## config.mk

```make
export PLATFORM = sky130hd
export DESIGN_NAME = keypad_code_lock_controller
export DESIGN_NICKNAME = d
export VERILOG_FILES = /design/src/hw/rtl/kcl_pkg.sv /design/src/hw/rtl/kcl_core.sv /design/src/hw/rtl/keypad_code_lock_controller.sv
export VERILOG_INCLUDE_DIRS = /design/src /design/src/hw/rtl
export SDC_FILE = /design/constraint.sdc
export NUM_CORES = 1
export LEC_CHECK = 0
export BUFFER_PORTS_ARGS = -buffer_cell sky130_fd_sc_hd__buf_2
export CAP_MARGIN = 10
export CORE_ASPECT_RATIO = 1.25
export CORE_MARGIN = 4
export CORE_UTILIZATION = 54
export DETAILED_ROUTE_END_ITERATION = 8
export PLACE_DENSITY_LB_ADDON = 0.05
export SLEW_MARGIN = 20
export SYNTH_ARGS = -nofsm -noshare
export SYNTH_HDL_FRONTEND = slang
export SYNTH_SLANG_ARGS = --single-unit
```

## constraint.sdc

```tcl
create_clock -name i_clk -period 2.9 [get_ports i_clk]
set_input_delay 0.435 -clock i_clk [delete_from_list [all_inputs] [get_ports i_clk]]
set_output_delay 0.435 -clock i_clk [all_outputs]
set_load 0.05 [all_outputs]
```

## src/hw/rtl/keypad_code_lock_controller_assert.svh

```systemverilog
// ----------------------------------------------------------------------------
// Keypad code lock assertion macros
// Shared property forms for the lock controller checks.
// ----------------------------------------------------------------------------
`ifndef KEYPAD_CODE_LOCK_CONTROLLER_ASSERT_SVH
`define KEYPAD_CODE_LOCK_CONTROLLER_ASSERT_SVH

// same-cycle implication, checked outside reset
`define KCL_ASSERT_NOW(label, clk, rst_n, ante, cons, msg) \
    label: assert property (@(posedge clk) disable iff (!(rst_n)) (ante) |-> (cons)) \
        else $error(msg);

// next-cycle implication, checked outside reset
`define KCL_ASSERT_NEXT(label, clk, rst_n, ante, cons, msg) \
    label: assert property (@(posedge clk) disable iff (!(rst_n)) (ante) |=> (cons)) \
        else $error(msg);

`endif

```

## src/hw/rtl/kcl_pkg.sv

```systemverilog
// ----------------------------------------------------------------------------
// Keypad code lock package
// Widths, key codes, display codes and shared types of the lock controller.
// ----------------------------------------------------------------------------
package kcl_pkg;

    localparam int CODE_DIGITS = 4;

    localparam int KEY_W     = 4;
    localparam int CFG_W     = 8;
    localparam int CFG_IDX_W = 2;
    localparam int COUNT_W   = 8;
    localparam int FAIL_W    = 3;
    localparam int DISP_W    = 3;
    localparam int SHOWN_W   = 3;

    // key codes
    localparam logic [KEY_W-1:0] KEY_EXIT    = 4'd12;
    localparam logic [KEY_W-1:0] KEY_SET     = 4'd13;
    localparam logic [KEY_W-1:0] KEY_ENTER   = 4'd14;
    localparam logic [KEY_W-1:0] KEY_CONFIRM = 4'd15;

    // operation codes
    localparam logic OP_TICK = 1'b0;
    localparam logic OP_KEY  = 1'b1;

    // display codes
    localparam logic [DISP_W-1:0] DISP_BLANK = 3'd0;
    localparam logic [DISP_W-1:0] DISP_SET   = 3'd1;
    localparam logic [DISP_W-1:0] DISP_ENTRY = 3'd2;
    localparam logic [DISP_W-1:0] DISP_ERR   = 3'd3;
    localparam logic [DISP_W-1:0] DISP_OPEN  = 3'd4;

    // configuration register indexes
    localparam logic [CFG_IDX_W-1:0] CFG_TOGGLE_INTERVAL = 2'd0;
    localparam logic [CFG_IDX_W-1:0] CFG_TOGGLE_TOTAL    = 2'd1;
    localparam logic [CFG_IDX_W-1:0] CFG_MAX_FAILURES    = 2'd2;

    localparam logic [COUNT_W-1:0] TOGGLE_INTERVAL_RST = 8'd39;
    localparam logic [COUNT_W-1:0] TOGGLE_TOTAL_RST    = 8'd60;
    localparam logic [FAIL_W-1:0]  MAX_FAILURES_RST    = 3'd3;
    localparam logic [FAIL_W-1:0]  FAIL_SAT            = 3'd7;

    typedef struct packed {
        logic [COUNT_W-1:0] toggle_interval;
        logic [COUNT_W-1:0] toggle_total;
        logic [FAIL_W-1:0]  max_failures;
    } t_cfg;

    typedef struct packed {
        logic [DISP_W-1:0]  display_mode;
        logic [SHOWN_W-1:0] digits_shown;
        logic               unlocked;
        logic               beeper_level;
        logic               alarm_active;
        logic [FAIL_W-1:0]  failures;
    } t_result;

endpackage

```

## src/hw/rtl/kcl_core.sv

```systemverilog
// ----------------------------------------------------------------------------
// Keypad code lock core
// Lock mode machine, code storage and alarm timing; one request per step.
// ----------------------------------------------------------------------------
module kcl_core #(
    parameter int CODE_DIGITS = kcl_pkg::CODE_DIGITS
) (
    input  logic                         i_clk,
    input  logic                         i_rst_n,
    input  logic                         i_step,
    input  logic                         i_operation,
    input  logic [kcl_pkg::KEY_W-1:0]    i_key_code,
    input  kcl_pkg::t_cfg                i_cfg,
    output kcl_pkg::t_result             o_result
);

    localparam int IDX_W = (CODE_DIGITS > 1) ? $clog2(CODE_DIGITS) : 1;
    localparam logic [IDX_W-1:0] LAST_IDX = IDX_W'(CODE_DIGITS - 1);

    typedef enum logic [2:0] {
        MODE_IDLE,
        MODE_SET,
        MODE_ENTER,
        MODE_CONFIRM,
        MODE_OPEN,
        MODE_ERR,
        MODE_ALARM
    } t_mode;

    t_mode                           r_mode,         n_mode;
    logic [IDX_W-1:0]                r_digit_index,  n_digit_index;
    logic                            r_code_valid,   n_code_valid;
    logic [kcl_pkg::FAIL_W-1:0]      r_fail_count,   n_fail_count;
    logic [kcl_pkg::COUNT_W-1:0]     r_tick_count,   n_tick_count;
    logic [kcl_pkg::COUNT_W-1:0]     r_toggle_count, n_toggle_count;
    logic                            r_beeper,       n_beeper;
    logic [kcl_pkg::KEY_W-1:0]       r_stored_code  [CODE_DIGITS];
    logic [kcl_pkg::KEY_W-1:0]       r_entered_code [CODE_DIGITS];

    logic                            s_set_wr;
    logic                            s_enter_wr;
    logic                            s_match;
    logic [kcl_pkg::FAIL_W-1:0]      s_fail_inc;
    logic [kcl_pkg::COUNT_W-1:0]     s_tick_inc;
    logic [kcl_pkg::COUNT_W-1:0]     s_toggle_inc;

    always_comb begin
        s_match = r_code_valid;
        for (int d = 0; d < CODE_DIGITS; d++) begin
            if (r_stored_code[d] != r_entered_code[d]) begin
                s_match = 1'b0;
            end
        end
    end

    assign s_fail_inc   = (r_fail_count < kcl_pkg::FAIL_SAT) ?
                          kcl_pkg::FAIL_W'(r_fail_count + 1'b1) : r_fail_count;
    assign s_tick_inc   = kcl_pkg::COUNT_W'(r_tick_count + 1'b1);
    assign s_toggle_inc = kcl_pkg::COUNT_W'(r_toggle_count + 1'b1);

    always_comb begin
        n_mode         = r_mode;
        n_digit_index  = r_digit_index;
        n_code_valid   = r_code_valid;
        n_fail_count   = r_fail_count;
        n_tick_count   = r_tick_count;
        n_toggle_count = r_toggle_count;
        n_beeper       = r_beeper;
        s_set_wr       = 1'b0;
        s_enter_wr     = 1'b0;

        if (i_step) begin
            if (i_operation == kcl_pkg::OP_KEY) begin
                unique case (r_mode)
                    MODE_IDLE: begin
                        if (i_key_code == kcl_pkg::KEY_SET) begin
                            n_mode        = MODE_SET;
                            n_digit_index = '0;
                        end else if (i_key_code == kcl_pkg::KEY_ENTER) begin
                            n_mode        = MODE_ENTER;
                            n_digit_index = '0;
                        end
                    end
                    MODE_SET: begin
                        // control keys count as digits here
                        s_set_wr = 1'b1;
                        if (r_digit_index == LAST_IDX) begin
                            n_code_valid  = 1'b1;
                            n_digit_index = '0;
                            n_mode        = MODE_IDLE;
                        end else begin
                            n_digit_index = IDX_W'(r_digit_index + 1'b1);
                        end
                    end
                    MODE_ENTER: begin
                        s_enter_wr = 1'b1;
                        if (r_digit_index == LAST_IDX) begin
                            n_digit_index = '0;
                            n_mode        = MODE_CONFIRM;
                        end else begin
                            n_digit_index = IDX_W'(r_digit_index + 1'b1);
                        end
                    end
                    MODE_CONFIRM: begin
                        if (i_key_code == kcl_pkg::KEY_CONFIRM) begin
                            if (s_match) begin
                                n_mode = MODE_OPEN;
                            end else begin
                                n_fail_count = s_fail_inc;
                                // a limit of zero trips like a limit of one
                                if (s_fail_inc >= i_cfg.max_failures) begin
                                    n_mode         = MODE_ALARM;
                                    n_tick_count   = '0;
                                    n_toggle_count = '0;
                                end else begin
                                    n_mode = MODE_ERR;
                                end
                            end
                        end
                    end
                    MODE_OPEN: begin
                        if (i_key_code == kcl_pkg::KEY_EXIT) begin
                            n_mode = MODE_IDLE;
                        end
                    end
                    MODE_ERR: begin
                        if (i_key_code == kcl_pkg::KEY_ENTER) begin
                            n_mode = MODE_IDLE;
                        end
                    end
                    MODE_ALARM: begin
                    end
                    default: begin
                        n_mode = MODE_IDLE;
                    end
                endcase
            end else if (r_mode == MODE_ALARM) begin
                n_tick_count = s_tick_inc;
                if (s_tick_inc >= i_cfg.toggle_interval) begin
                    n_tick_count   = '0;
                    n_beeper       = ~r_beeper;
                    n_toggle_count = s_toggle_inc;
                    if (s_toggle_inc >= i_cfg.toggle_total) begin
                        n_fail_count = '0;
                        n_beeper     = 1'b1;
                        n_mode       = MODE_IDLE;
                    end
                end
            end
        end
    end

    // result reflects the state after this request
    always_comb begin
        o_result              = '0;
        o_result.unlocked     = (n_mode == MODE_OPEN);
        o_result.beeper_level = n_beeper;
        o_result.alarm_active = (n_mode == MODE_ALARM);
        o_result.failures     = n_fail_count;
        unique case (n_mode)
            MODE_SET: begin
                o_result.display_mode = kcl_pkg::DISP_SET;
                o_result.digits_shown = kcl_pkg::SHOWN_W'(n_digit_index);
            end
            MODE_ENTER: begin
                o_result.display_mode = kcl_pkg::DISP_ENTRY;
                o_result.digits_shown = kcl_pkg::SHOWN_W'(n_digit_index);
            end
            MODE_CONFIRM: begin
                o_result.display_mode = kcl_pkg::DISP_ENTRY;
                o_result.digits_shown = kcl_pkg::SHOWN_W'(CODE_DIGITS);
            end
            MODE_ERR: begin
                o_result.display_mode = kcl_pkg::DISP_ERR;
            end
            MODE_OPEN: begin
                o_result.display_mode = kcl_pkg::DISP_OPEN;
            end
            default: begin
                o_result.display_mode = kcl_pkg::DISP_BLANK;
            end
        endcase
    end

    always_ff @(posedge i_clk) begin
        if (!i_rst_n) begin
            r_mode         <= MODE_IDLE;
            r_digit_index  <= '0;
            r_code_valid   <= 1'b0;
            r_fail_count   <= '0;
            r_tick_count   <= '0;
            r_toggle_count <= '0;
            r_beeper       <= 1'b1;
        end else begin
            r_mode         <= n_mode;
            r_digit_index  <= n_digit_index;
            r_code_valid   <= n_code_valid;
            r_fail_count   <= n_fail_count;
            r_tick_count   <= n_tick_count;
            r_toggle_count <= n_toggle_count;
            r_beeper       <= n_beeper;
        end
        // code digits hold no reset; they are read only after being filled
        if (s_set_wr) begin
            r_stored_code[r_digit_index] <= i_key_code;
        end
        if (s_enter_wr) begin
            r_entered_code[r_digit_index] <= i_key_code;
        end
    end

endmodule

```

## src/hw/rtl/keypad_code_lock_controller.sv

```systemverilog
// Path: each request passes the input register, then the result register, which holds its result.
// Throughput: one request per cycle unless the result side stalls; one lock update per request.
// Input stalls only while both registers hold requests and the result side is stalled.
// Reset (synchronous, active low): lock idle, no valid code, fail count and alarm
// counters cleared, beeper at silent level, config registers at default values.
// ----------------------------------------------------------------------------
// Keypad code lock controller
// Four-digit code lock with failure counting and beeper lockout alarm.
// ----------------------------------------------------------------------------
`include "keypad_code_lock_controller_assert.svh"

module keypad_code_lock_controller #(
    parameter int CODE_DIGITS = kcl_pkg::CODE_DIGITS
) (
    input  logic                              i_clk,
    input  logic                              i_rst_n,
    input  logic                              i_in_valid,
    output logic                              o_in_stall,
    input  logic                              i_operation,
    input  logic [kcl_pkg::KEY_W-1:0]         i_key_code,
    output logic                              o_out_valid,
    input  logic                              i_out_stall,
    output logic [kcl_pkg::DISP_W-1:0]        o_display_mode,
    output logic [kcl_pkg::SHOWN_W-1:0]       o_digits_shown,
    output logic                              o_unlocked,
    output logic                              o_beeper_level,
    output logic                              o_alarm_active,
    output logic [kcl_pkg::FAIL_W-1:0]        o_failures,
    input  logic                              i_cfg_we,
    input  logic [kcl_pkg::CFG_IDX_W-1:0]     i_cfg_index,
    input  logic [kcl_pkg::CFG_W-1:0]         i_cfg_data
);

    kcl_pkg::t_cfg              r_cfg;
    logic                       r_in_valid;
    logic                       r_in_operation;
    logic [kcl_pkg::KEY_W-1:0]  r_in_key_code;
    logic                       r_out_valid;
    kcl_pkg::t_result           r_out;
    kcl_pkg::t_result           s_result;
    logic                       s_out_free;
    logic                       s_step;
    logic                       s_in_accept;

    assign s_out_free  = !r_out_valid || !i_out_stall;
    assign s_step      = r_in_valid && s_out_free;
    assign o_in_stall  = r_in_valid && !s_out_free;
    assign s_in_accept = i_in_valid && !o_in_stall;

    always_ff @(posedge i_clk) begin
        if (!i_rst_n) begin
            r_cfg.toggle_interval <= kcl_pkg::TOGGLE_INTERVAL_RST;
            r_cfg.toggle_total    <= kcl_pkg::TOGGLE_TOTAL_RST;
            r_cfg.max_failures    <= kcl_pkg::MAX_FAILURES_RST;
        end else if (i_cfg_we) begin
            unique case (i_cfg_index)
                kcl_pkg::CFG_TOGGLE_INTERVAL: r_cfg.toggle_interval <= i_cfg_data;
                kcl_pkg::CFG_TOGGLE_TOTAL:    r_cfg.toggle_total    <= i_cfg_data;
                kcl_pkg::CFG_MAX_FAILURES:
                    r_cfg.max_failures <= i_cfg_data[kcl_pkg::FAIL_W-1:0];
                default: begin
                end
            endcase
        end
    end

    always_ff @(posedge i_clk) begin
        if (!i_rst_n) begin
            r_in_valid  <= 1'b0;
            r_out_valid <= 1'b0;
        end else begin
            if (s_in_accept) begin
                r_in_valid <= 1'b1;
            end else if (s_step) begin
                r_in_valid <= 1'b0;
            end
            if (s_step) begin
                r_out_valid <= 1'b1;
            end else if (!i_out_stall) begin
                r_out_valid <= 1'b0;
            end
        end
        if (s_in_accept) begin
            r_in_operation <= i_operation;
            r_in_key_code  <= i_key_code;
        end
        if (s_step) begin
            r_out <= s_result;
        end
    end

    kcl_core #(
        .CODE_DIGITS (CODE_DIGITS)
    ) u_core (
        .i_clk       (i_clk),
        .i_rst_n     (i_rst_n),
        .i_step      (s_step),
        .i_operation (r_in_operation),
        .i_key_code  (r_in_key_code),
        .i_cfg       (r_cfg),
        .o_result    (s_result)
    );

    assign o_out_valid    = r_out_valid;
    assign o_display_mode = r_out.display_mode;
    assign o_digits_shown = r_out.digits_shown;
    assign o_unlocked     = r_out.unlocked;
    assign o_beeper_level = r_out.beeper_level;
    assign o_alarm_active = r_out.alarm_active;
    assign o_failures     = r_out.failures;

    `KCL_ASSERT_NEXT(a_step_gives_result, i_clk, i_rst_n, s_step, r_out_valid, "request processed without a result")
    `KCL_ASSERT_NEXT(a_blocked_req_kept, i_clk, i_rst_n, o_in_stall, r_in_valid && $stable(r_in_key_code), "blocked request lost from input register")
    `KCL_ASSERT_NOW(a_stall_only_when_full, i_clk, i_rst_n, o_in_stall, r_in_valid && r_out_valid && i_out_stall, "input stalled with free room")

endmodule

```

==> results_dict.tcl, run 1 <==
set metrics [dict create \
    period_minus_slack_ns 2.91 \
    post_layout_worst_setup_margin_ns -0.00868 \
    clkSlewWorstSetupHoldPaths_ns 0.09 \
    maximum_frequency_from_static_timing_analysis_mhz 344 \
    rows 37 \
    top_usage_layer "met2" \
    dp.cells 607 \
    dp_hpwl_um 6760 \
    hold_path.startpoint "i_key_code[1]" \
    hold_depth 1 \
    initial_cell_density_of_the_core_pct 56.4 \
    fill_cells 668 \
    number_of_flip_flops_and_latches_in_the_synthesized_netlist 96 \
    synth_net_count 499 \
    dr_iter_0_viols 158 \
    io-pin-count 34 \
    syn_area_per_cell_um2 10.4 \
    grt_ovf 0 \
    power.ir.vdd_worst_uv 288 \
    worst-endpoint-arrival_ns 3.02 \
    core_area_mm2 0.00838 \
    timing.final.hold_violations 0 \
    antenna-diode-count 0 \
    route.final.wire_length_um 9610 \
    stdcell_count 629 \
    worst_r2r_path_depth 13 \
    first_global_vias 3315 \
    fp.dieArea_mm2 0.0103 \
    gr-usage-met2_pct 33.9 \
    timing.critical_path.slowest_cell_delay_ns 0.43 \
    synth_edf_count 49 \
    crit-reg2reg-capture "o_failures[1]" \
    ant_nets 0 \
    wl_per_cell_um 15.3 \
    ctsHoldBuffers 0 \
    least_margin_pin_slew_ns 0.759 \
    ys_types 61 \
    pwr_density_cell_mw_per_mm2 439 \
    worstSkewPairLatency_ns 0.37 \
    nets 553 \
    r2r_setup_slack_ns -0.009 \
    syn-cell-area_mm2 0.00473 \
    grt_setup_unrepaired "yes" \
    power.internal_mw 1.80 \
    power.net_switching_mw 0.594 \
    startpoint_type "flop" \
    combPwrFrac_pct 5.9 \
    cp_num_buf_inv 1 \
    min_period_over_period_pct 100 \
    numPortBuffers 33 \
    run_status "complete, but fails checks" \
    clock-root-buffer "clkbuf_8" \
    globalplace.congestion 0.772 \
    pwr-share-seq_pct 61.0 \
    cpMaxStageDelayCell "or3_4" \
    tritoncts "built" \
    share_of_cells_above_drive_strength_1_pct 21.1 \
    grt_use_met1_pct 22.8 \
    via_count 3348 \
    yosys_most_used_dff "edfxtp_1" \
    cap_violations 0 \
    worstPathCellList "ha_4, nand3_4, inv_2, nand3_4, xnor2_2, ha_1, nand2_2, nor3_4, a211oi_2, or3_4, or3_4, and2_4, o2bb2ai_1" \
    warnings_from_yosys 0 \
    die_height_um 113 \
    avgViaCountPerCell 5.32 \
    tritoncts_num_sinks 96 \
    clock-skew-final_ns 0.00819 \
    asyncSetResetFlopFracSynth_pct 0 \
    worst-endpoint-required_ns 3.02 \
    setup_total_negative_slack_ns -0.00868 \
    crit_path_max_fanout 3 \
    violated_checks "negative setup slack" \
    dr.pass1.iters 4 \
    grt_util_met3_pct 4.16 \
    timing.setup.critical_path_class "reg -> reg" \
    grt_start_max_net_pins 24 \
    clkPwrFrac_pct 33.1 \
    setup_viol 1 \
    area_growth_syn_to_layout_pct 15.5 \
    grt_usage_pct 19.4 \
    htreeDepth 3 \
    drv_slew 0 \
    max-clock-path-buffers 2 \
    initial_antenna_violation_count 0 \
    cts_inserted_buffers 9 \
    holdCritPathClass "in -> reg" \
    max_slew_margin_pct 49.3 \
    min_delay_worst_endpoint "r_in_key_code[1]" \
    critPathCaptureType "flop" \
    rr_startpoint "u_core.r_tick_count[0]" \
    switching_share_pct 24.8 \
    synth_cells 453 \
    chipWidth_um 91.7 \
    cellLeakagePower_nw 2.22 \
    first_pass_grt_wire_length_um 15800 \
    ys_seq_area_share_pct 51.0 \
    worst_path_dominant_cell_family "simple AND/OR/NAND/NOR gates" \
    drcViolationCount 0 \
]
-- cell type report --
class / count / area [um2] / area share (%)
Sequential cell: 96 / 2420 / 44.4
Multi-Input combinational cell: 308 / 2240 / 41.0
Timing Repair Buffer: 57 / 349 / 6.39
Tap cell: 117 / 146 / 2.68
Inverter: 35 / 131 / 2.41
Clock buffer: 10 / 128 / 2.34
Clock inverter: 6 / 45.0 / 0.825
-- Yosys cell counts, drive strengths merged (2+ instances only) --
library cell | instances | area (um2)
nor2 | 33 | 124
and2 | 11 | 71.3
nand2 | 41 | 156
edfxtp | 49 | 1470
nand3 | 15 | 75.1
clkbuf | 7 | 26.3
ha | 26 | 325
o211ai | 4 | 30.0
nor3 | 12 | 76.3
a31oi | 5 | 31.3
nand3b | 5 | 37.5
nand4 | 6 | 43.8
or3 | 8 | 55.1
a21oi | 22 | 110
nand2b | 2 | 12.5
o21a | 3 | 22.5
and3b | 2 | 17.5
o22ai | 2 | 12.5
xnor2 | 21 | 184
inv | 35 | 131
nor2b | 5 | 31.3
and3 | 8 | 50.1
mux2i | 17 | 170
o21ai | 20 | 115
xor2 | 10 | 87.6
o21bai | 2 | 15.0
a211oi | 3 | 22.5
o2bb2ai | 3 | 26.3
nor3b | 2 | 15.0
o32ai | 4 | 42.6
buf | 7 | 46.3
dfxtp | 47 | 941
-- registers in the layout (all words and copies together), names as in the netlist, 4 cells and up --
signal / flops
r_in_key_code: 4
u_core.r_tick_count: 8
u_core.r_stored_code: 16
u_core.r_entered_code: 16
u_core.r_toggle_count: 8
r_cfg: 19
-- how the worst max path moves through the flow --
stage / from / endpoint / depth (start not counted)
finish: u_core.r_tick_count[0] / o_failures[1] / 13
global route: u_core.r_tick_count[2] / o_failures[0] / 13
CTS: u_core.r_tick_count[0] / o_failures[1] / 13
floorplan: u_core.r_tick_count[0] / o_failures[0] / 13
global placement: u_core.r_tick_count[0] / o_failures[0] / 13
detailed placement: u_core.r_tick_count[0] / o_failures[1] / 13
-- cells in the final DEF (no fill, tap or decap), drive strengths merged, types with 6 or more instances in the layout --
| cell type | n |
|---|---|
| a21oi | 22 |
| and2 | 11 |
| and3 | 8 |
| buf | 57 |
| clkbuf | 10 |
| dfxtp | 47 |
| edfxtp | 49 |
| ha | 26 |
| inv | 36 |
| mux2i | 17 |
| nand2 | 41 |
| nand3 | 15 |
| nand4 | 6 |
| nor2 | 33 |
| nor3 | 12 |
| o21ai | 20 |
| or3 | 8 |
| xnor2 | 21 |
| xor2 | 10 |
-- kinds of logic after synthesis --
logic type / Yosys count / synth area share [%]
and+or+nand+nor: 155 / 17.2
DFF: 96 / 51.0
AOI/OAI and AO/OA: 79 / 11.2
buffers and inverters: 49 / 4.31
xor gates and xnor gates: 31 / 5.74
adders and majority gates: 26 / 6.88
muxes: 17 / 3.60
-- per-stage QoR --
step	util, %	area (um2)	hold WS [ns]	power, mW	worst slack [ns]
3_5_place_dp	60.9	5100	0.468	1.63	-0.0778
5_1_grt	65.2	5460	0.220	2.49	-0.123
3_3_place_gp	60.9	5100	0.455	1.63	0.0282
2_1_floorplan	-	4730	0.442	1.58	0.0297
6_report	65.2	5460	0.240	2.40	-0.00868
4_1_cts	63.2	5300	0.219	2.41	0.0173
-- metal layers --
metal / vias to the layer above / routed length, um
li1: 1719 / -
met1: 1568 / 4010
met2: 47 / 5130
met3: 14 / 293
met4: 0 / 181
met5: - / 0
-- timing repair --
action,in CTS,in global routing
gates resized for setup,5,28
setup buffers,1,5
gates cloned,0,0
pin swaps,3,9
endpoints found under the setup margin,8,30
-- power groups by stage --
stage                     logic [mW]  registers, mW  clock network [mW]
after floorplan               0.0701           1.51                   0
after CTS                      0.137           1.47               0.810
final                          0.141           1.46               0.794
after global placement         0.134           1.50                   0
after global routing           0.157           1.47               0.871
after detailed placement       0.135           1.50                   0
No activity file was read; power rests on OpenSTA's default activity.
==> inputs of run 2 (changes only) <==
--- a/config.mk
+++ b/config.mk
@@ -8,12 +8,15 @@
 export LEC_CHECK = 0
 export BUFFER_PORTS_ARGS = -buffer_cell sky130_fd_sc_hd__buf_2
 export CAP_MARGIN = 10
+export CELL_PAD_IN_SITES_DETAIL_PLACEMENT = 0
+export CELL_PAD_IN_SITES_GLOBAL_PLACEMENT = 1
 export CORE_ASPECT_RATIO = 1.25
 export CORE_MARGIN = 4
-export CORE_UTILIZATION = 54
+export CORE_UTILIZATION = 43
 export DETAILED_ROUTE_END_ITERATION = 8
 export PLACE_DENSITY_LB_ADDON = 0.05
 export SLEW_MARGIN = 20
 export SYNTH_ARGS = -nofsm -noshare
 export SYNTH_HDL_FRONTEND = slang
+export SYNTH_HIERARCHICAL = 1
 export SYNTH_SLANG_ARGS = --single-unit
==> run 2 against run 1 <==
The run still ends with negative setup slack left; count of clock-buffer cells in the layout fell by 1; non-clock buffer count rose by 19; design area rose by 7.0%; clock power rose by 50%; first-iteration DRC count fell by 29%; largest power group unchanged; highest routed layer unchanged.
==> results_dict.tcl, run 2 <==
set metrics [dict create \
    worst-endpoint-arrival_ns 3.10 \
    clkSlewWorstSetupHoldPaths_ns 0.08 \
    route.final.wire_length_um 10700 \
    worst-endpoint-required_ns 3.01 \
    grt_ovf 0 \
    globalplace.congestion 0.855 \
    stdcell_count 670 \
    crit_path_max_fanout 4 \
    max_slew_margin_pct 45.8 \
    period_minus_slack_ns 2.99 \
    area_growth_syn_to_layout_pct 21.2 \
    layout_top_registers "r_cfg: 19 flops, u_core/r_entered_code: 16 flops, u_core/r_stored_code: 16 flops" \
    startpoint_type "flop" \
    dr_iter_0_viols 112 \
    largest_reg_flops 19 \
    dp.cells 649 \
    synth_net_count 508 \
    min_period_over_period_pct 103 \
    ys_types 58 \
    avgViaCountPerCell 5.30 \
    syn-cell-area_mm2 0.00482 \
    worst_path_most_repeated_cell "buf_6" \
    io-pin-count 34 \
    holdCritPathClass "in -> reg" \
    first_global_vias 3570 \
    timing.critical_path.slowest_cell_delay_ns 0.37 \
    asyncSetResetFlopFracSynth_pct 0 \
    first_pass_grt_wire_length_um 17300 \
    die_height_um 126 \
    ys_top_cells_by_area "edfxtp_1 (31%), dfxtp_1 (20%), ha_1 (6.8%)" \
    grt_setup_unrepaired "yes" \
    worstSkewPairLatency_ns 0.35 \
    yosys_most_used_dff "edfxtp_1" \
    cts_inserted_buffers 9 \
    ctsHoldBuffers 0 \
    post-synth-top-area-fraction_pct 30.5 \
    worstPathCellList "buf_6, nand2_1, nor2_2, and3_4, xor2_2, ha_1, and2_4, nand4_1, or3_1, a211o_4, a2bb2oi_4, buf_6, inv_4, mux2_4" \
    timing.final.hold_violations 0 \
    ys_seq_area_share_pct 50.1 \
    mostFrequentLayoutCell "edfxtp_1" \
    power.ir.vdd_worst_uv 268 \
    via_count 3548 \
    drv_slew 0 \
    chipWidth_um 103 \
    tritoncts_num_sinks 96 \
    cpMaxStageDelayCell "or3_1" \
    least_margin_pin_slew_ns 0.809 \
    dp_hpwl_um 7770 \
    clock-root-buffer "clkbuf_16" \
    final_core_utilization_pct 54.2 \
    fp.dieArea_mm2 0.0130 \
    fill_cells 953 \
    antenna-diode-count 0 \
    violated_checks "negative setup slack" \
    cp_num_buf_inv 3 \
    timing.setup.critical_path_class "reg -> reg" \
    numPortBuffers 33 \
    maximum_frequency_from_static_timing_analysis_mhz 334 \
    synth_cells 462 \
    dr.pass1.iters 4 \
    synth_top_cells_by_count "edfxtp_1 (49), nand2_1 (49), dfxtp_1 (47)" \
    grt_start_max_net_pins 46 \
    core_area_mm2 0.0108 \
    worst_path_dominant_cell_family "simple AND/OR/NAND/NOR gates" \
    nets 579 \
    synth_edf_count 49 \
    clock-skew-final_ns 0.00813 \
    warnings_from_yosys 6 \
    drcViolationCount 0 \
    htreeDepth 3 \
    syn_area_per_cell_um2 10.4 \
    initial_antenna_violation_count 0 \
    max-clock-path-buffers 2 \
    report.power.total_mw 2.82 \
    largest-register "r_cfg" \
    grt_usage_pct 17.2 \
    cap_violations 0 \
    yosysTopAreaCell "edfxtp_1" \
    run_status "complete, but fails checks" \
    cellLeakagePower_nw 2.37 \
    tritoncts "built" \
    critPathCaptureType "flop" \
    pwr_density_cell_mw_per_mm2 483 \
    ant_nets 0 \
    wl_per_cell_um 16.0 \
    initial_cell_density_of_the_core_pct 44.7 \
    timing.hold.ws_ns 0.255 \
    post_layout_worst_setup_margin_ns -0.0921 \
    setup_viol 6 \
    number_of_flip_flops_and_latches_in_the_synthesized_netlist 96 \
    share_of_cells_above_drive_strength_1_pct 24.2 \
    rows 42 \
    layout.cells.most_common_list "edfxtp_1 (49), nand2_1 (48), dfxtp_1 (39), buf_4 (38), buf_2 (33)" \
]
[run 2: path summary, 6_finish.rpt]
path	start	slack [ns]	cells past startpoint	endpoint
setup / recovery	u_core/r_toggle_count[1]	-0.09	14	o_display_mode[1]
hold / removal	i_key_code[3]	0.25	1	r_in_key_code[3]
setup reg to reg	u_core/r_toggle_count[1]	-0.09	14	o_display_mode[1]
hold reg to reg	r_cfg[14]	0.46	2	r_cfg[14]
[run 2: repair_timing]
| item | CTS | global route |
|---|---|---|
| pin swaps | 5 | 15 |
| resized for setup | 6 | 28 |
| buffers inserted | 2 | 3 |
| setup endpoints to repair | 6 | 31 |
| endpoints found under the hold margin | 0 | 0 |
[run 2: final cells by class]
cell class / instances / area [um2] / area share [%]
flip-flops and latches: 96 / 2420 / 41.5
multi-input cells: 320 / 2330 / 39.8
repair buffers: 76 / 507 / 8.68
clock buffers: 9 / 225 / 3.86
well taps: 132 / 165 / 2.83
inverters: 30 / 115 / 1.97
clock inverters: 7 / 76.3 / 1.31
[run 2: per-layer routing]
metal	global-route usage (%)	vias up	routed length, um	share of wire [%]
li1	-	1795	-	-
met1	19.1	1687	4330	40
met2	31.3	49	5830	55
met3	3.51	17	301	2.8
met4	7.10	0	233	2.2
met5	0	-	0	0
[run 2: power by group]
part	total [mW]	switching (mW)	internal, mW	leakage, nW
combinational	0.165	0.103	0.0626	1.39
clock	1.19	0.576	0.615	0.149
sequential	1.46	0.0187	1.44	0.834
total	2.82	0.697	2.12	2.37
[run 2: worst register-to-register path: stages (launching register included)]
cell	delay [ns]
dfxtp_2	0.36
buf_6	0.11
nand2_1	0.06
nor2_2	0.14
and3_4	0.21
xor2_2	0.07
ha_1	0.31
and2_4	0.15
nand4_1	0.07
or3_1	0.37
a211o_4	0.37
a2bb2oi_4	0.14
buf_6	0.13
inv_4	0.03
mux2_4	0.24
[run 2: kinds of logic after synthesis]
family,Yosys count,share of synthesized area [%]
flip-flops,96,50.1
AO/OA/AOI/OAI,79,11.4
buffers and inverters,46,4.13
XOR/XNOR,30,5.45
adder cells (fa/ha/maj),26,6.75
multiplexers,20,4.21
AND/OR/NAND/NOR,165,18.0
[run 2: metrics by stage]
step                      instance area [um2]  setup WS [ns]  TNS (ns)
after floorplan                          4840         0.0127         0
after global placement                   5370        -0.0325   -0.0325
after detailed placement                 5370        -0.0654    -0.183
after CTS                                5720        -0.0644    -0.138
after global routing                     5840         -0.232     -1.85
final                                    5840        -0.0921    -0.239
==> inputs of run 3 (changes only) <==
--- a/config.mk
+++ b/config.mk
@@ -14,7 +14,9 @@
 export CORE_MARGIN = 4
 export CORE_UTILIZATION = 43
 export DETAILED_ROUTE_END_ITERATION = 8
-export PLACE_DENSITY_LB_ADDON = 0.05
+export GPL_ROUTABILITY_DRIVEN = 0
+export PLACE_DENSITY_LB_ADDON = 0.15
+export RECOVER_POWER = 25
 export SLEW_MARGIN = 20
 export SYNTH_ARGS = -nofsm -noshare
 export SYNTH_HDL_FRONTEND = slang
==> run 3 against run 2 <==
The flow still finishes with violations (negative setup slack); cell count down 0.75%; critical path depth decreased by 1; maximum frequency up 1.4%; combinational power shrank 2%; critical path type unchanged; worst hold slack better by 0.0091 ns; non-clock buffer count fell by 5; power up 1.6%; critical endpoint unchanged; die area is the same.
==> results_dict.tcl, run 3 (synthesis gave the netlist of run 2 again) <==
set metrics [dict create \
    antenna-diode-count 0 \
    maximum_frequency_from_static_timing_analysis_mhz 339 \
    fill_cells 977 \
    run_status "complete, but fails checks" \
    largest-register "r_cfg" \
    setup_total_negative_slack_ns -0.0516 \
    route.final.wire_length_um 10500 \
    clock-skew-final_ns 0.00575 \
    min_period_over_period_pct 102 \
    timing.critical_path.slowest_cell_delay_ns 0.36 \
    stdcell_count 665 \
    avgViaCountPerCell 5.29 \
    timing.final.hold_violations 0 \
    worst-endpoint-arrival_ns 3.05 \
    layout.cells.most_common_list "edfxtp_1 (49), nand2_1 (48), dfxtp_1 (44), buf_2 (33), buf_4 (33)" \
    holdCritPathClass "in -> reg" \
    via_count 3521 \
    power.ir.vdd_worst_uv 254 \
    drcViolationCount 0 \
    die_height_um 126 \
    cap_violations 0 \
    area_growth_syn_to_layout_pct 19.1 \
    numPortBuffers 33 \
    pwr_density_cell_mw_per_mm2 499 \
    critPathCaptureType "flop" \
    grt_usage_pct 17.4 \
    grt_setup_unrepaired "yes" \
    rows 42 \
    largest_reg_flops 19 \
    least_margin_pin_slew_ns 1.44 \
    chipWidth_um 103 \
    io-pin-count 34 \
    violated_checks "negative setup slack" \
    tritoncts "built" \
    dp_hpwl_um 7810 \
    share_of_cells_above_drive_strength_1_pct 20.6 \
    startpoint_type "flop" \
    first_pass_grt_wire_length_um 17400 \
    period_minus_slack_ns 2.95 \
    worst-endpoint-required_ns 3.00 \
    dr_iter_0_viols 92 \
    post_layout_worst_setup_margin_ns -0.0500 \
    ctsHoldBuffers 0 \
    mostFrequentLayoutCell "edfxtp_1" \
    core_area_mm2 0.0108 \
    timing.setup.critical_path_class "reg -> reg" \
    layout_top_registers "r_cfg: 19 flops, u_core/r_entered_code: 16 flops, u_core/r_stored_code: 16 flops" \
    grt_start_max_net_pins 40 \
    cellLeakagePower_nw 2.33 \
    finish.instance_area_mm2 0.00574 \
    post_place_cell_area_mm2 0.00534 \
    drv_slew 0 \
    clock-root-buffer "clkbuf_16" \
    initial_cell_density_of_the_core_pct 44.7 \
    fp.dieArea_mm2 0.0130 \
    setup_viol 2 \
    dr.pass1.iters 4 \
    tritoncts_num_sinks 96 \
    nets 574 \
    grt_ovf 0 \
    worstPathCellList "ha_4, nand3_2, or2_4, xnor2_2, ha_1, and2_4, nand4_1, or3_1, a211o_4, a2bb2oi_4, buf_6, inv_2, mux2_4" \
    htreeDepth 3 \
    crit_path_max_fanout 4 \
    worstSkewPairLatency_ns 0.35 \
    ant_nets 0 \
    r2r_setup_slack_ns -0.05 \
    cts_inserted_buffers 9 \
    first_global_vias 3572 \
    max_slew_margin_pct 3.96 \
    wl_per_cell_um 15.7 \
    cpMaxStageDelayCell "dfxtp_2" \
    clkSlewWorstSetupHoldPaths_ns 0.07 \
    dp.cells 644 \
    initial_antenna_violation_count 0 \
    max-clock-path-buffers 2 \
]
[run 3: cell count changes in the layout (fill, tap and decap cells not counted), moves of 2 or more]
| cell | before | now |
|---|---|---|
| buf_4 | 38 | 33 |
| dfxtp_1 | 39 | 44 |
| dfxtp_2 | 7 | 2 |
| buf_6 | 5 | 3 |
| clkbuf_1 | 0 | 2 |
| inv_6 | 2 | 0 |
| nor2_1 | 28 | 30 |
| nor2_4 | 2 | 0 |
[run 3: report_power, final]
group          switching, mW  total [mW]  leakage, nW  internal (mW)
registers             0.0203        1.47        0.832           1.44
clock network          0.548        1.24        0.151          0.690
logic                  0.101       0.161         1.35         0.0600
total                  0.669        2.86         2.33           2.19
[run 3: layout make-up]
cell class / instances / area, um2 / area share [%]
Timing Repair Buffer: 71 / 454 / 7.92
Multi-Input combinational cell: 320 / 2270 / 39.7
Inverter: 30 / 113 / 1.96
Sequential cell: 96 / 2420 / 42.2
Clock buffer: 9 / 225 / 3.93
Clock inverter: 7 / 86.3 / 1.50
Tap cell: 132 / 165 / 2.88
[run 3: repair_timing]
action	CTS	global route
buffers inserted	1	4
pin swaps	4	3
resized for setup	4	11
endpoints found under the setup margin	3	27
[run 3: routing by layer]
| layer | global-route usage, % | up-vias | part of all wire, % |
|---|---|---|---|
| met2 | 30.3 | 38 | 53 |
| met3 | 4.83 | 17 | 2.9 |
| met5 | 0 | - | 0 |
| met4 | 6.95 | 0 | 2.5 |
| li1 | - | 1774 | - |
| met1 | 19.7 | 1692 | 41 |
[run 3: per-stage QoR]
stage / util [%] / hold slack [ns] / total power [mW] / setup WS (ns)
2_1_floorplan: - / 0.433 / 1.59 / 0.0127
3_3_place_gp: 49.5 / 0.439 / 1.65 / -0.0244
3_5_place_dp: 49.5 / 0.446 / 1.65 / -0.0771
4_1_cts: 52.7 / 0.252 / 2.89 / -0.0789
5_1_grt: 53.3 / 0.248 / 2.98 / -0.155
6_report: 53.3 / 0.264 / 2.86 / -0.0500
[run 3: critical path, delay by kind of cell, from the launching register on]
kind            cells  cell delay (ns)
compound gates      2             0.49
xor+xnor            1             0.14
fa+ha+maj           2             0.44
buf+inv             2             0.15
flops               1             0.36
mux                 1             0.24
simple gates        5             0.88
[run 3: final timing paths]
check                           start                end  depth (start not counted)
min                     i_key_code[3]   r_in_key_code[3]                          1
min reg2reg                 r_cfg[15]          r_cfg[15]                          2
max          u_core/r_toggle_count[1]  o_display_mode[1]                         13
max reg2reg  u_core/r_toggle_count[1]  o_display_mode[1]                         13
